### config.mk
export PLATFORM = sky130hd
export DESIGN_NAME = htbd_ram
export DESIGN_NICKNAME = d
export VERILOG_FILES = /design/src/rtl/core/htbd_ram.sv
export SDC_FILE = /design/constraint.sdc
export NUM_CORES = 1
export LEC_CHECK = 0
export ABC_CLOCK_PERIOD_IN_PS = 3600
export BUFFER_PORTS_ARGS = -buffer_cell sky130_fd_sc_hd__buf_2
export CORE_UTILIZATION = 30
export CTS_BUF_LIST = sky130_fd_sc_hd__clkbuf_8
export CTS_CLUSTER_SIZE = 40
export DETAILED_ROUTE_END_ITERATION = 16
export GPL_TIMING_DRIVEN = 0
export HOLD_SLACK_MARGIN = 0.05
export MAX_ROUTING_LAYER = met4
export SLEW_MARGIN = 10
export SYNTH_ARGS = -nofsm -noshare
export SYNTH_HDL_FRONTEND = slang
export SYNTH_SLANG_ARGS = --single-unit
### constraint.sdc
create_clock -name i_clk -period 3.6 [get_ports i_clk]
set_clock_uncertainty 0.1 [all_clocks]
set_input_delay 0.54 -clock i_clk [delete_from_list [all_inputs] [get_ports i_clk]]
set_output_delay 0.54 -clock i_clk [all_outputs]
set_load 0.05 [all_outputs]
### src/rtl/core/htbd_ram.sv
`timescale 1ns / 1ps
// Generic single write port, single read port RAM with registered read data.
// No dependencies.
module htbd_ram #(
    parameter int WIDTH = 8,
    parameter int DEPTH = 16
) (
    input  logic                                   i_clk,
    input  logic                                   i_we,
    input  logic [((DEPTH > 1) ? $clog2(DEPTH) : 1)-1:0] i_waddr,
    input  logic [WIDTH-1:0]                       i_wdata,
    input  logic [((DEPTH > 1) ? $clog2(DEPTH) : 1)-1:0] i_raddr,
    output logic [WIDTH-1:0]                       o_rdata
);

    logic [WIDTH-1:0] r_mem [DEPTH];

    always_ff @(posedge i_clk) begin
        if (i_we) begin
            r_mem[i_waddr] <= i_wdata;
        end
        o_rdata <= r_mem[i_raddr];
    end

endmodule

==> flow_metrics.tcl, run 1 <==
set metrics [dict create \
    clock-sinks 136 \
    io_pins 26 \
    crit_chain "buf_2 -> or3b_2 -> nor2_1" \
    setup.worst_path.end_class "flip-flop" \
    synth_xor_area_share_pct 0 \
    finalSetupViolCount 0 \
    status "finished clean" \
    postSynthCellCount 229 \
    clockRootBuffer "clkbuf_8" \
    diodes 0 \
    postPlaceCellArea_sq_um 5560 \
    port_buffers 24 \
    grt_usage_pct 13.1 \
    power_frac_seq_pct 55.6 \
    vias_per_cell 4.71 \
    p_total_mw 3.19 \
    hold_path_depth 1 \
    final.setup.tns_ns 0 \
    clockPowerShare_pct 37.9 \
    drive_gt1_share_pct 28.8 \
    fin_crit_sh_pct 52.4 \
    p_leak_nw 1.95 \
    drc 0 \
    crit_buf_inv 1 \
    n_fill_cell 1542 \
    clock_latency_ns 0.44 \
    arrival_ns 1.85 \
    fin_cells 505 \
    vias 2380 \
    die_h_um 133 \
    wl_um 10300 \
    hold_viol 0 \
    first_pass_iters 4 \
    hold_path.class "input pin to flip-flop" \
    postCtsSetupRepairBufs 0 \
    tritoncts "built" \
    placedCellCount 473 \
    maxCapViolations 0 \
    clock.fmax_mhz 531 \
    reg2reg_depth 3 \
    syn_avg_cell_area_sq_um 22.5 \
    hpwlAfterDp_um 6570 \
    synth-simple-area-share_pct 3.18 \
    nets 290 \
    worstSetupPathDepth 3 \
    p_int_mw 2.50 \
    rsz0062_at_grt "false" \
    synth_top_family_by_area "multiplexers" \
    start_util_pct 30.9 \
    grt_pass1_wl_um 15300 \
    combinationalPowerShare_pct 6.5 \
    crit_type "input pin to flip-flop" \
    pwr_density_cell_nw_per_um2 538 \
    cts_hold_buf 0 \
    relSlewSlack_pct 43.0 \
    final_design_area_no_fill_sq_um 5940 \
    wl_per_cell_um 20.5 \
    drv_slew 0 \
    whs_ns 0.406 \
    cts_resized 0 \
    p_switching_mw 0.694 \
    synthDistinctLibCells 19 \
    layout_common_cells "128 x edfxtp_1, 27 x buf_2, 18 x mux4_2" \
    startpoint_type "input pin" \
    synth-compound-area-share_pct 2.33 \
    critPathMaxFanout 8 \
    grt_max_degree 17 \
    synth-adder-area-share_pct 0 \
    slowest_delay_ns 0.66 \
    cp_top_family "simple AND/OR/NAND/NOR gates" \
    syn_area_sq_um 5150 \
    dieWidth_um 133 \
    required_ns 3.56 \
    die_area_sq_um 17700 \
    grt_pass1_vias 2463 \
    coreArea_sq_um 16600 \
    synth_seq_cells 136 \
    synth_nets 247 \
    clock_path_buffers 2 \
    worst_pin_slew_ns 0.851 \
    ys_warn_count 0 \
    layout_commonest_cell "edfxtp_1" \
    rows 47 \
    htreeDepth 4 \
    drtIter0Drc 181 \
    critPathSlowestCell "nor2_1" \
    min_period_ns 1.88 \
    cts.clk_slew.worst_paths_ns 0.08 \
    syn2layout_area_growth_pct 15.4 \
    gp_congestion 0.800 \
    antenna_found_initial 0 \
    ir_drop_mv 0.317 \
    grt.overflow.total 0 \
    synthMuxAreaShare_pct 15.0 \
    cts_buffers 17 \
    antenna_left 0 \
    switching_share_pct 21.7 \
    ys_seq_area_share_pct 77.8 \
]
## worst paths after layout
| kind | start | slack [ns] | to |
|---|---|---|---|
| worst max-delay path | i_waddr[2] | 1.72 | r_mem[3][5]$_DFFE_PP_ |
| worst min-delay path | i_wdata[5] | 0.41 | r_mem[6][5]$_DFFE_PP_ |
| worst max register to register | r_mem[1][1]$_DFFE_PP_ | 1.92 | o_rdata[1]$_DFF_P_ |
| worst min register to register | r_mem[15][2]$_DFFE_PP_ | 0.58 | o_rdata[2]$_DFF_P_ |
## power groups by stage
stage | clock (mW) | combinational, mW | sequential, mW
after global routing | 1.30 | 0.222 | 1.78
after CTS | 1.23 | 0.212 | 1.78
final | 1.21 | 0.209 | 1.78
after floorplan | 0 | 0.0899 | 1.85
after detailed placement | 0 | 0.212 | 1.81
after global placement | 0 | 0.206 | 1.81
## metal layers
metal	vias to the layer above	share of wire (%)	track usage [%]
li1	1058	-	-
met1	1245	42	16.7
met2	63	49	19.9
met3	14	7.0	3.72
met4	0	1.4	4.98
met5	-	0	-
## cells in the mapped netlist (all sizes together)
library cell / number / area, sq um
edfxtp: 128 / 3840
mux4: 32 / 773
a22oi: 16 / 120
nor2: 13 / 48.8
nand2: 9 / 33.8
dfxtp: 8 / 160
buf: 7 / 56.3
nor3: 4 / 20.0
clkdlybuf4s25: 3 / 30.0
nand2b: 2 / 12.5
nand3b: 2 / 15.0
and2: 1 / 6.26
and2b: 1 / 7.51
nand3: 1 / 5.00
nor2b: 1 / 6.26
or3b: 1 / 8.76
## stage by stage
stage	worst slack (ns)	utilization [%]
CTS	1.70	35.7
global placement	0.859	33.3
floorplan	1.47	-
global route	1.66	35.7
finish	1.72	35.7
detailed placement	1.23	33.4
## state kept, by name, indices dropped and copies added (netlist names)
signal and cells:
r_mem 128, o_rdata 8
## cell families after synthesis
group,after synthesis
DFF,136
AOI/OAI and AO/OA,16
muxes,32
and+or+nand+nor,35
buffers and inverters,10
## cell type report
cell class	count	area, sq um	share of cell area (%)
Sequential cell	136	4000	67.4
Tap cell	220	275	4.63
Clock buffer	17	234	3.94
Timing Repair Buffer	24	120	2.02
Buffer	10	86.3	1.45
Clock inverter	15	144	2.42
Multi-Input combinational cell	83	1080	18.1
(Power assumes the default switching activity.)
==> inputs of run 2 (changes only) <==
- ABC_AREA: unset -> 1
- ABC_CLOCK_PERIOD_IN_PS: 3600 -> 1900
- clock period: 3.6 -> 1.9 ns (I/O delays scaled with it)
==> flow_metrics.tcl, run 2 <==
set metrics [dict create \
    nets 610 \
    n_fill_cell 1844 \
    cts_resized 0 \
    placedCellCount 807 \
    startpoint "i_waddr[3]" \
    diodes 0 \
    combinationalPowerShare_pct 8.0 \
    hold_viol 0 \
    cts_buffers 17 \
    cts.clk_slew.worst_paths_ns 0.08 \
    dieWidth_um 141 \
    final.setup.tns_ns 0 \
    critPathMaxFanout 8 \
    rows 50 \
    arrival_ns 1.45 \
    hpwlAfterDp_um 9070 \
    setup.worst_path.end_class "flip-flop" \
    grt_max_degree 17 \
    tritoncts "built" \
    startpoint_type "input pin" \
    clock_path_buffers 2 \
    ir_drop_mv 0.621 \
    reg2reg_depth 6 \
    yosysMostFrequentCell "nand2_1" \
    ys_seq_area_share_pct 69.4 \
    layout_common_cells "173 x nand2_1, 128 x edfxtp_1, 101 x inv_1" \
    postSynthCellCount 551 \
    synthArstFlopShare_pct 0 \
    maxCapViolations 0 \
    worst_pin_slew_ns 0.965 \
    required_ns 1.87 \
    die_area_sq_um 19800 \
    worst_r2r_startpoint "r_mem[15][0]$_DFFE_PP_" \
    clockRootBuffer "clkbuf_8" \
    crit_type "input pin to flip-flop" \
    syn2layout_area_growth_pct 14.2 \
    power_frac_seq_pct 53.2 \
    htreeDepth 4 \
    antenna_found_initial 0 \
    synth_nets 569 \
    syn_area_sq_um 5770 \
    ys_warn_count 0 \
    setup_ws_ns 0.419 \
    clock_latency_ns 0.45 \
    layout_commonest_cell "nand2_1" \
    largest_reg_flops 128 \
    drtIter0Drc 437 \
    regToRegEndpoint "o_rdata[0]$_DFF_P_" \
    min_period_ns 1.48 \
    synth.area.top_cells "edfxtp_1 67%, nand2_1 11%, nand3_1 8.4%" \
    wl_per_cell_um 16.3 \
    p_switching_mw 1.49 \
    gp_congestion 0.850 \
    synth_top_area_cell "edfxtp_1" \
    multi_input_area_sq_um 1210 \
    synthDistinctLibCells 12 \
    wl_um 13600 \
    port_buffers 22 \
    pwr_density_cell_nw_per_um2 961 \
    grt_pass1_wl_um 20500 \
    seq_area_sq_um 4000 \
    clockPowerShare_pct 38.8 \
    grt_usage_pct 15.2 \
    reg_top3 "r_mem: 128 flops, o_rdata: 8 flops" \
    vias 3784 \
    rsz0062_at_grt "false" \
    antenna_left 0 \
    relSlewSlack_pct 35.4 \
    vias_per_cell 4.51 \
    largest_register "r_mem" \
    drc 0 \
    die_h_um 141 \
    cp-endpoint "r_mem[7][6]$_DFFE_PP_" \
    io_pins 26 \
    clock-sinks 136 \
    clock.fmax_mhz 675 \
    post-place-ws_ns -0.0642 \
    ff2ff_setup_slack_ns 0.76 \
    synth_top_area_share_pct 66.7 \
    status "finished clean" \
    postCtsSetupRepairBufs 0 \
    switching_share_pct 23.6 \
    coreArea_sq_um 18800 \
    start_util_pct 30.7 \
    hold_path.class "input pin to flip-flop" \
    whs_ns 0.154 \
    synth_commonest_cells "173 x nand2_1, 128 x edfxtp_1, 100 x inv_1, 97 x nand3_1, 17 x nor2_1" \
    cts_hold_buf 0 \
    ys.flop_type "edfxtp_1" \
    grt_pass1_vias 3548 \
    synth_edf_count 128 \
    p_int_mw 4.84 \
    p_leak_nw 2.83 \
    first_pass_iters 7 \
    drive_gt1_share_pct 12.9 \
    finalSetupViolCount 0 \
    syn_avg_cell_area_sq_um 10.5 \
    drv_slew 0 \
    synth_seq_cells 136 \
    grt.overflow.total 0 \
    fin_cells 839 \
    fin_crit_sh_pct 77.9 \
]
## run 2: metrics by stage
step                utilization (%)  cell area [sq um]  total power [mW]
global placement               32.9               6170              3.93
detailed placement             32.9               6170              3.94
CTS                            35.1               6580              6.36
floorplan                         -               5770              3.74
finish                         35.1               6580              6.33
global route                   35.1               6580              6.53
## run 2: power groups by stage
stage	clock network [mW]	logic, mW	registers (mW)
after floorplan	0	0.237	3.50
after global placement	0	0.502	3.43
after detailed placement	0	0.504	3.43
after CTS	2.49	0.506	3.36
after global routing	2.61	0.550	3.37
final	2.46	0.507	3.36
## run 2: layer usage
metal	track usage, %	share of wire [%]	wire [um]
met5	-	0	0
met2	20.7	43	5830
met1	20.9	47	6450
met4	7.44	2.4	331
met3	3.91	7.5	1030
## run 2: how the worst min path moves through the flow
stage	end	slack (ns)	start	cells past startpoint
CTS	r_mem[10][5]$_DFFE_PP_	0.11	i_wdata[5]	1
global route	r_mem[4][5]$_DFFE_PP_	0.12	i_wdata[5]	1
detailed placement	o_rdata[2]$_DFF_P_	0.59	r_mem[6][2]$_DFFE_PP_	6
floorplan	r_mem[0][0]$_DFFE_PP_	0.28	i_wdata[0]	0
global placement	o_rdata[2]$_DFF_P_	0.57	r_mem[6][2]$_DFFE_PP_	6
finish	r_mem[4][2]$_DFFE_PP_	0.15	i_wdata[2]	1
## run 2: worst max-delay path, cell delays in order
cell	delay (ns)
buf_2	0.12
nand3b_1	0.27
nor2_1	0.77
## run 2: kinds of logic (layout without fill, tap and decap cells)
family        count (synthesis)  after routing  synth area share (%)
flops                       136            136                  69.4
buf+inv                     126            180                  9.52
simple gates                289            289                  21.0
## run 2: area by class of cell
| cell class | instances | share of cell area, % |
|---|---|---|
| well taps | 234 | 4.45 |
| plain buffers | 24 | 2.53 |
| clock inverters | 13 | 2.32 |
| clock buffers | 19 | 3.97 |
| flip-flops and latches | 136 | 60.8 |
| repair buffers | 22 | 1.67 |
| multi-input cells | 289 | 18.4 |
| inverters | 102 | 5.82 |
==> inputs of run 3 (changes only) <==
- ABC_AREA: 1 -> 0
- ABC_CLOCK_PERIOD_IN_PS: 1900 -> 1500
- clock period: 1.9 -> 1.5 ns (I/O delays scaled with it)
==> flow_metrics.tcl, run 3 (synthesis gave the netlist of run 1 again) <==
set metrics [dict create \
    rsz0062_at_grt "true" \
    grt_pass1_vias 2431 \
    diodes 0 \
    p_total_mw 8.06 \
    start_util_pct 30.9 \
    cts.clk_slew.worst_paths_ns 0.07 \
    nets 290 \
    grt_max_degree 17 \
    slowest_delay_ns 0.65 \
    final_design_area_no_fill_sq_um 6020 \
    cts_buffers 17 \
    rows 47 \
    io_pins 26 \
    p_leak_nw 1.95 \
    layout_commonest_cell "edfxtp_1" \
    port_buffers 24 \
    clock_latency_ns 0.43 \
    crit_type "input pin to flip-flop" \
    grt_usage_pct 12.6 \
    critPathMaxFanout 8 \
    largest_register "r_mem" \
    startpoint_type "input pin" \
    setup_ws_ns -0.0896 \
    postCtsSetupRepairBufs 0 \
    cts_hold_buf 0 \
    gp_congestion 0.674 \
    worst_r2r_startpoint "r_mem[7][6]$_DFFE_PP_" \
    multi_input_area_sq_um 1090 \
    grt.overflow.total 0 \
    syn2layout_area_growth_pct 16.9 \
    grt_pass1_wl_um 15000 \
    dieWidth_um 133 \
    die_h_um 133 \
    pwr_density_cell_nw_per_um2 1340 \
    drive_gt1_share_pct 32.0 \
    relSlewSlack_pct 41.5 \
    arrival_ns 1.55 \
    clock-sinks 136 \
    clock_path_buffers 2 \
    ir_drop_mv 0.482 \
    fin_crit_sh_pct 106 \
    die_area_sq_um 17700 \
    ff2ff_setup_slack_ns 0.06 \
    largest_reg_flops 128 \
    first_pass_iters 4 \
    whs_ns 0.101 \
    drv_slew 0 \
    hold_path.class "input pin to flip-flop" \
    hold_viol 0 \
    seq_area_sq_um 4000 \
    drc 0 \
    htreeDepth 4 \
    min_to "r_mem[7][6]$_DFFE_PP_" \
    reg2reg_depth 3 \
    coreArea_sq_um 16600 \
    wl_per_cell_um 19.9 \
    layout_common_cells "128 x edfxtp_1, 27 x buf_2, 19 x mux4_2" \
    antenna_left 0 \
    critPathSlowestCell "nor2_1" \
    finalSetupViolCount 24 \
    vias_per_cell 4.59 \
    hpwlAfterDp_um 6470 \
    regToRegEndpoint "o_rdata[6]$_DFF_P_" \
    post-place-ws_ns -0.569 \
    wl_um 10000 \
    final.setup.tns_ns -1.50 \
    worst_pin_slew_ns 0.874 \
    hold_path_depth 1 \
    antenna_found_initial 0 \
    status "finished, violations left" \
    n_fill_cell 1511 \
    violations "setup timing" \
    min_period_ns 1.59 \
    setup.worst_path.end_class "flip-flop" \
    crit_chain "buf_2 -> or3b_2 -> nor2_1" \
    maxCapViolations 0 \
    drtIter0Drc 201 \
    tritoncts "built" \
    min_from "i_wdata[6]" \
    clock.fmax_mhz 629 \
    vias 2313 \
    postPlaceCellArea_sq_um 5560 \
    clockRootBuffer "clkbuf_8" \
    reg_top3 "r_mem: 128 flops, o_rdata: 8 flops" \
    required_ns 1.46 \
]
==> run 3: cell count changes in the layout (fill, tap and decap cells not counted), moves of 8 or more <==
cell / change
inv_1: -101
mux4_2: +19
buf_2: -8
nand3_1: -96
nand2_1: -164
mux4_1: +13
a22oi_1: +13
==> run 3: worst max-delay path: cells and delay by family <==
family | cells | cell delay (ns)
buffers and inverters | 1 | 0.12
and+or+nand+nor | 2 | 1.20
==> run 3: area by class of cell <==
type | count | share of cell area [%]
clock inverter | 14 | 3.43
clock buffer | 17 | 3.89
buffer | 10 | 1.43
multi-input combinational | 83 | 18.1
sequential | 136 | 66.5
timing repair buffer | 24 | 2.00
tap | 220 | 4.57
==> run 3: worst max-delay path by stage <==
stage	from	end	slack (ns)	cells past startpoint
after floorplan	i_waddr[2]	r_mem[3][0]$_DFFE_PP_	-0.09	2
after global placement	i_waddr[2]	r_mem[1][2]$_DFFE_PP_	-0.55	3
after detailed placement	i_waddr[2]	r_mem[1][7]$_DFFE_PP_	-0.57	3
after CTS	i_waddr[2]	r_mem[3][2]$_DFFE_PP_	-0.07	3
after global routing	i_waddr[2]	r_mem[0][6]$_DFFE_PP_	-0.13	3
final	i_waddr[2]	r_mem[3][2]$_DFFE_PP_	-0.09	3
==> run 3: where the power goes <==
group	switching [mW]	internal (mW)	total, mW	leakage, nW
sequential	0.0186	4.24	4.26	1.22
clock	1.34	1.95	3.29	0.209
combinational	0.329	0.172	0.502	0.516
total	1.69	6.37	8.06	1.95
==> run 3: what timing repair did <==
item                       in CTS  in global routing
gates resized for setup         4                  2
setup endpoints to repair      41                 26
pin swaps                       1                  0
==> run 3: per-stage QoR <==
step | utilization, % | cells
6_report | 36.2 | 504
5_1_grt | 36.2 | 504
4_1_cts | 36.1 | 504
3_5_place_dp | 33.4 | 473
3_3_place_gp | 33.4 | 473
2_1_floorplan | - | 229
==> run 3: metal layers <==
layer	up-vias	wire length (um)	track usage, %
met5	-	0	-
met4	0	97	4.79
met3	11	325	3.37
met2	43	4780	18.3
met1	1203	4820	17.0
li1	1056	-	-
